### src/design/timestamped_delay_history_core_defines.svh
// assertion macros shared by the timestamped delay history design
// expects signals named clk and rst in the scope of each use
`ifndef TIMESTAMPED_DELAY_HISTORY_CORE_DEFINES_SVH
`define TIMESTAMPED_DELAY_HISTORY_CORE_DEFINES_SVH

// same-cycle implication, checked outside reset
`define TDH_ASSERT_NOW(label, ante, cons) \
  label: assert property (@(posedge clk) disable iff (rst) (ante) |-> (cons)) \
    else $error("tdh same-cycle check failed");

// next-cycle implication, checked outside reset
`define TDH_ASSERT_NEXT(label, ante, cons) \
  label: assert property (@(posedge clk) disable iff (rst) (ante) |=> (cons)) \
    else $error("tdh next-cycle check failed");

`endif

### src/design/tdh_pkg.sv
// shared constants, codes and types of the timestamped delay history
// no dependencies
package tdh_pkg;

  localparam int DEPTH   = 64;
  localparam int IDX_W   = $clog2(DEPTH);
  localparam int TIME_W  = 32;
  localparam int POS_W   = 16;
  localparam int GAP_W   = 20;
  localparam int DELAY_W = 20;
  localparam int TYPE_W  = 2;

  localparam logic [GAP_W-1:0] GAP_RESET = GAP_W'(60);

  // request codes; the fourth code is unused
  typedef enum logic [TYPE_W-1:0] {
    REQ_RECORD = 2'd0,
    REQ_QUERY  = 2'd1,
    REQ_CLEAR  = 2'd2
  } req_type_t;

  // what the row of cells does in a cycle
  typedef enum logic [1:0] {
    OP_HOLD   = 2'd0,
    OP_PUSH   = 2'd1,
    OP_ROTATE = 2'd2,
    OP_CLEAR  = 2'd3
  } chain_op_t;

  typedef struct packed {
    logic signed [POS_W-1:0] x;
    logic signed [POS_W-1:0] y;
    logic                    button;
    logic [TIME_W-1:0]       ts;
  } sample_t;

  typedef struct packed {
    logic    valid;
    sample_t smp;
  } entry_t;

endpackage

### src/design/tdh_cell.sv
// one cell of the history row: holds a single sample and its valid bit
// depends on tdh_pkg
module tdh_cell (
  input  logic               clk,
  input  logic               rst,
  input  tdh_pkg::chain_op_t op,
  input  tdh_pkg::entry_t    push_in,
  input  tdh_pkg::entry_t    rot_in,
  output tdh_pkg::entry_t    q
);
  import tdh_pkg::*;

  logic    valid;
  sample_t smp;

  // valid bit, cleared by reset and by a clear
  always_ff @(posedge clk) begin
    if (rst) begin
      valid <= 1'b0;
    end else begin
      case (op)
        OP_PUSH:   valid <= push_in.valid;
        OP_ROTATE: valid <= rot_in.valid;
        OP_CLEAR:  valid <= 1'b0;
        default:   valid <= valid;
      endcase
    end
  end

  // sample payload, kept across a clear
  always_ff @(posedge clk) begin
    case (op)
      OP_PUSH:   smp <= push_in.smp;
      OP_ROTATE: smp <= rot_in.smp;
      default:   smp <= smp;
    endcase
  end

  assign q = '{valid: valid, smp: smp};

endmodule

### src/design/tdh_chain.sv
// row of DEPTH history cells, newest sample in cell 0
// push shifts toward older cells, rotate walks the row past cell 0
// depends on tdh_pkg and tdh_cell
module tdh_chain (
  input  logic               clk,
  input  logic               rst,
  input  tdh_pkg::chain_op_t op,
  input  tdh_pkg::sample_t   new_smp,
  output tdh_pkg::entry_t    head
);
  import tdh_pkg::*;

  entry_t cell_q [DEPTH];

  // cells linked both ways: push from the newer side, rotate from the older side
  for (genvar k = 0; k < DEPTH; k++) begin : g_cell
    entry_t push_in;
    entry_t rot_in;

    if (k == 0) begin : g_first
      assign push_in = '{valid: 1'b1, smp: new_smp};
    end else begin : g_mid
      assign push_in = cell_q[k-1];
    end

    if (k == DEPTH - 1) begin : g_last
      assign rot_in = cell_q[0];
    end else begin : g_inner
      assign rot_in = cell_q[k+1];
    end

    tdh_cell u_cell (
      .clk     (clk),
      .rst     (rst),
      .op      (op),
      .push_in (push_in),
      .rot_in  (rot_in),
      .q       (cell_q[k])
    );
  end

  assign head = cell_q[0];

endmodule

### config.mk
export PLATFORM = sky130hd
export DESIGN_NAME = tdh_chain
export DESIGN_NICKNAME = d
export VERILOG_FILES = /design/src/design/timestamped_delay_history_core_defines.svh /design/src/design/tdh_pkg.sv /design/src/design/tdh_cell.sv /design/src/design/tdh_chain.sv
export SDC_FILE = /design/constraint.sdc
export NUM_CORES = 2
export LEC_CHECK = 0
export BUFFER_PORTS_ARGS = -buffer_cell sky130_fd_sc_hd__buf_2
export CORE_MARGIN = 1.5
export CORE_UTILIZATION = 45
export DETAILED_ROUTE_END_ITERATION = 8
export PLACE_DENSITY_LB_ADDON = 0.12
export SLEW_MARGIN = 20
export SYNTH_ARGS = -nofsm -noshare
export SYNTH_HDL_FRONTEND = slang
export SYNTH_SLANG_ARGS = --single-unit
### constraint.sdc
create_clock -name clk -period 105 [get_ports clk]
set_clock_uncertainty 0.2 [all_clocks]
set_input_delay 10.5 -clock clk [delete_from_list [all_inputs] [get_ports clk]]
set_output_delay 10.5 -clock clk [all_outputs]
set_load 0.02 [all_outputs]
Yosys cells after proc, flatten, opt, wreduce, memory -nomap -nowiden:

Index checks and enable logic that the tools add are counted.

* flip-flop bits (word level): 4224
* input bits: 69
* output and inout port bits: 66

* muxes and demuxes: 128
* eq/ne operators: 3
* reductions and logical operators: 2

Operators with widths (count)
* $pmux 65 s2: 64
* $pmux 1 s3: 64
* $eq 2x2->1 const B: 2
* $reduce_bool 3->1: 1
* $eq 2x1->1 const B: 1
* $reduce_bool 2->1: 1

Depth between registers and ports, before layout:

* depth in word-level cells: 2
* gate-level depth with buffers: 8
* mapped depth without buffers: 5

Hierarchy:

A second synthesis with hierarchy kept.

* cells, all modules: 9537
* area, all modules: 195951.7 µm²

Modules (own cells, without submodules)
* tdh_cell: area an instance 3061.7 µm², sequential area each 1971.9 µm², cells an instance 149, times used 64
* tdh_chain: area an instance 3.8 µm², sequential area each 0.0 µm², cells an instance 1, times used 1

Worst setup path before layout:

Ideal clock, no wire load.

* path type: in2reg
* start: input op[0]
* end: register g_cell[0].u_cell.smp (netlist bit g_cell[0].u_cell.q[0]), enable pin
* arrival time: 94466 ps
* path slack: 5690 ps
* path buffers: 0
* cell stages on the path: 2
* path through: inv_1 > ha_1

* cells in the longest elaborated chain, start to end: 2

RTL lines
* from (decl): line tdh_chain.sv:7 `input tdh_pkg::chain_op_t op,`
* $eq 2x1->1 or $eq 2x2->1 (tied branches): line tdh_cell.sv:32 `case (op)`
* $reduce_bool 2->1 (no source line) *
* to (signal assigned): line tdh_cell.sv:33 `OP_PUSH: smp <= push_in.smp;`
* to (signal assigned): line tdh_cell.sv:34 `OP_ROTATE: smp <= rot_in.smp;`
* to (signal assigned): line tdh_cell.sv:35 `default: smp <= smp;`
* to (decl): line tdh_cell.sv:14 `sample_t smp;`

Every way passes the cells marked *; elsewhere a longest branch is shown, timed or not.
A chain may end at the register's enable or synchronous reset.

Worst setup path in the final report:

* start: input op[0]
* end: register g_cell[42].u_cell.smp (netlist bit g_cell[42].u_cell.q[23]), enable pin

* cells in the longest elaborated chain, start to end: 2

RTL lines (line)
* $eq 2x1->1 or $eq 2x2->1 (tied branches): tdh_cell.sv:32
* $reduce_bool 2->1 (no source line) *
* to (signal assigned): tdh_cell.sv:33
* to (signal assigned): tdh_cell.sv:34
* to (signal assigned): tdh_cell.sv:35
* to (decl): tdh_cell.sv:14

Marks and branches as above.

==> results_dict.tcl <==
set metrics [dict create \
    layout_min_cycle_time_ns 17.35 \
    max_cap_viol_count 0 \
    start_util 0.452 \
    firstDrtPassIters 5 \
    drc 0 \
    placed_area_um2 183000 \
    grt_pass1_vias 81900 \
    yosys.area_share.xor_xnor 0 \
    cts.repair.resized 0 \
    min_to "g_cell[45].u_cell.q[32]" \
    fin_area_um2 198000 \
    synth_mux_area_frac 0.262 \
    setup-violations-final 0 \
    timing.critical_path.mode_cell "buf_4" \
    relSlewSlack 0.190 \
    clock_path_buffers 4 \
    dr.first_iter.drc_count 5922 \
    pwr-share-comb 0.087 \
    ir_drop_uv 14.8 \
    status "finished clean" \
    swShare 0.221 \
    synth_top_family_by_area "multiplexers" \
    worstRegToRegCells 1 \
    clock_power_share 0.369 \
    dp_hpwl_mm 158 \
    dieArea_um2 401000 \
    cp_top_family "buffers and inverters" \
    r2r-end "g_cell[1].u_cell.q[26]" \
    grt_pass1_wl_mm 445 \
    drive_above_1_share 0.516 \
    clockRootBuffer "clkbuf_16" \
    yosysUniqueCellTypes 18 \
    rrSetupSlack_ns 103.56 \
    finalHoldViolCount 0 \
    p_sw_mw 0.924 \
    p_total_mw 4.19 \
    yosysWarnings 0 \
    hold_ws_ns 0.301 \
    ioPinCount 135 \
    grt-ovfl-total 0 \
    ant_nets 0 \
    max_freq_mhz 57.6 \
    syn2layout_area_growth_pct 10.6 \
    syn_area_per_cell_um2 19.5 \
    die_h_um 633 \
    hold_path_startpoint "g_cell[44].u_cell.q[32]" \
    synthSimpleGateAreaFrac 0.00669 \
    ys_seq_area_frac 0.706 \
    cp_slowest_stage_delay_ns 0.93 \
    synth_seq_cells 4224 \
    worstPathCellList "buf_2, inv_1, ha_4, buf_12, buf_12, buf_4, buf_4, buf_4, buf_4, buf_4" \
    fp-row-count 231 \
    clock_latency_ns 0.98 \
    grt_max_degree 209 \
    critPathCaptureType "register" \
    grt.total_usage 0.133 \
    slew_viol_final 0 \
    gp_congestion 0.688 \
    arrival_ns 17.67 \
    vias_per_cell 5.21 \
    leakage_nw 65.4 \
    path_buf_inv 9 \
    vias 78200 \
    coreArea_um2 396000 \
    critPathSlowestCell "ha_4" \
    io_buffers 134 \
    avgRoutedWirePerCell_um 18.2 \
    cts_buffers 451 \
    syn_nets 9233 \
    setup.worst_path.start_class "input port" \
    synth_cells 9160 \
    period_share 0.165 \
    post_cts_buffers 0 \
    tns_ns 0 \
    cts.clk_slew.worst_paths_ns 0.06 \
    nets 9414 \
    cp_max_fo 150 \
    powerDensity_nw_per_um2 21.2 \
    worst_hold_path_type "register to register" \
    reg2reg_from "g_cell[0].u_cell.q[26]" \
    finalWirelength_mm 273 \
    die_w_um 633 \
    cp.required_ns 105.32 \
    hold_depth 1 \
    synth_compound_gate_area_share 0.00316 \
    path_class "input port to register" \
    tightest_slew_ns 1.22 \
    power_frac_seq 0.544 \
    grt_antenna_before_repair 40 \
    final_util 0.500 \
    synthAdderAreaFrac 0.000280 \
    rsz0062_at_grt "no" \
    hold_buffers 0 \
    cts_sinks 4224 \
    tritoncts "built" \
    p_int_mw 3.26 \
    h-tree-depth 5 \
    syn_area_um2 179000 \
]
-- power groups by stage --
stage	Combinational [mW]	Sequential (mW)	Clock, mW
2_1_floorplan	0.314	2.85	0
3_3_place_gp	0.348	2.31	0
3_5_place_dp	0.370	2.32	0
4_1_cts	0.372	2.28	1.60
5_1_grt	0.403	2.31	1.66
6_report	0.364	2.28	1.54
-- sequential cells by signal, indices dropped and copies added (netlist names) --
signal               count
g_cell.u_cell.q       4160
g_cell.u_cell.valid     64
-- cells by family (layout without fill, tap and decap cells) --
family,count (synthesis),after routing
AOI/OAI and AO/OA,65,65
adders and majority gates,4,4
buffers and inverters,515,1095
DFF,4224,4224
muxes,4160,4160
other,0,20
and+or+nand+nor,192,192
-- stage by stage --
stage                     instances  setup slack (ns)
after floorplan                9160              5.69
after global placement        14100             86.50
after detailed placement      14100             86.35
after CTS                     15000             87.39
after global routing          15000             87.14
final                         15000             87.65
-- cell usage in the layout (no fill, tap or decap), drive strengths merged, types with 12 or more instances in the layout --
cell | netlist | final
mux2 | 4160 | 4160
edfxtp | 4160 | 4160
clkbuf | 32 | 560
buf | 481 | 241
clkinv | 0 | 233
dfxtp | 64 | 64
nor3b | 63 | 63
a311oi | 63 | 63
nor2b | 63 | 63
nor3 | 63 | 63
bufinv | 0 | 37
diode | 0 | 20
clkinvlp | 0 | 12
inv | 2 | 12
-- routing by layer --
metal	share of wire	routed length, um	GRT usage
met5	0.000099	27	0
met4	0.025	6730	0.0386
met3	0.042	11400	0.0204
met2	0.46	125000	0.206
met1	0.47	129000	0.195
-- how the worst max path moves through the flow --
stage                     start                       to  slack [ns]  depth (start not counted)
final                     op[0]  g_cell[42].u_cell.q[23]       87.65                         10
after global routing      op[0]  g_cell[45].u_cell.q[23]       87.14                         10
after CTS                 op[0]  g_cell[60].u_cell.q[51]       87.39                         11
after floorplan           op[0]    g_cell[0].u_cell.q[0]        5.69                          2
after detailed placement  op[0]  g_cell[43].u_cell.q[51]       86.35                         11
after global placement    op[0]  g_cell[35].u_cell.q[51]       86.50                         11
-- synthesized netlist by cell type (all sizes together) --
cell type	number	area, um^2
dfxtp	64	1280
inv	2	7.51
a311oi	63	552
buf	481	3740
ha	4	50.1
clkbuf	32	120
a21oi	1	5.00
or2	1	6.26
nor3	63	315
mux2	4160	46800
nand2	2	7.51
a21o	1	7.51
nor2b	63	394
edfxtp	4160	125000
nor3b	63	473
-- cell type report --
class | count | area [um^2]
multi-input combinational | 4421 | 48700
fill | 32000 | 198000
sequential | 4224 | 126000
timing repair buffer | 241 | 1770
clock buffer | 560 | 11800
inverter | 2 | 7.51
tap | 5242 | 6560
antenna | 20 | 50.0
clock inverter | 292 | 2630
Power figures use the tool's default switching activity.
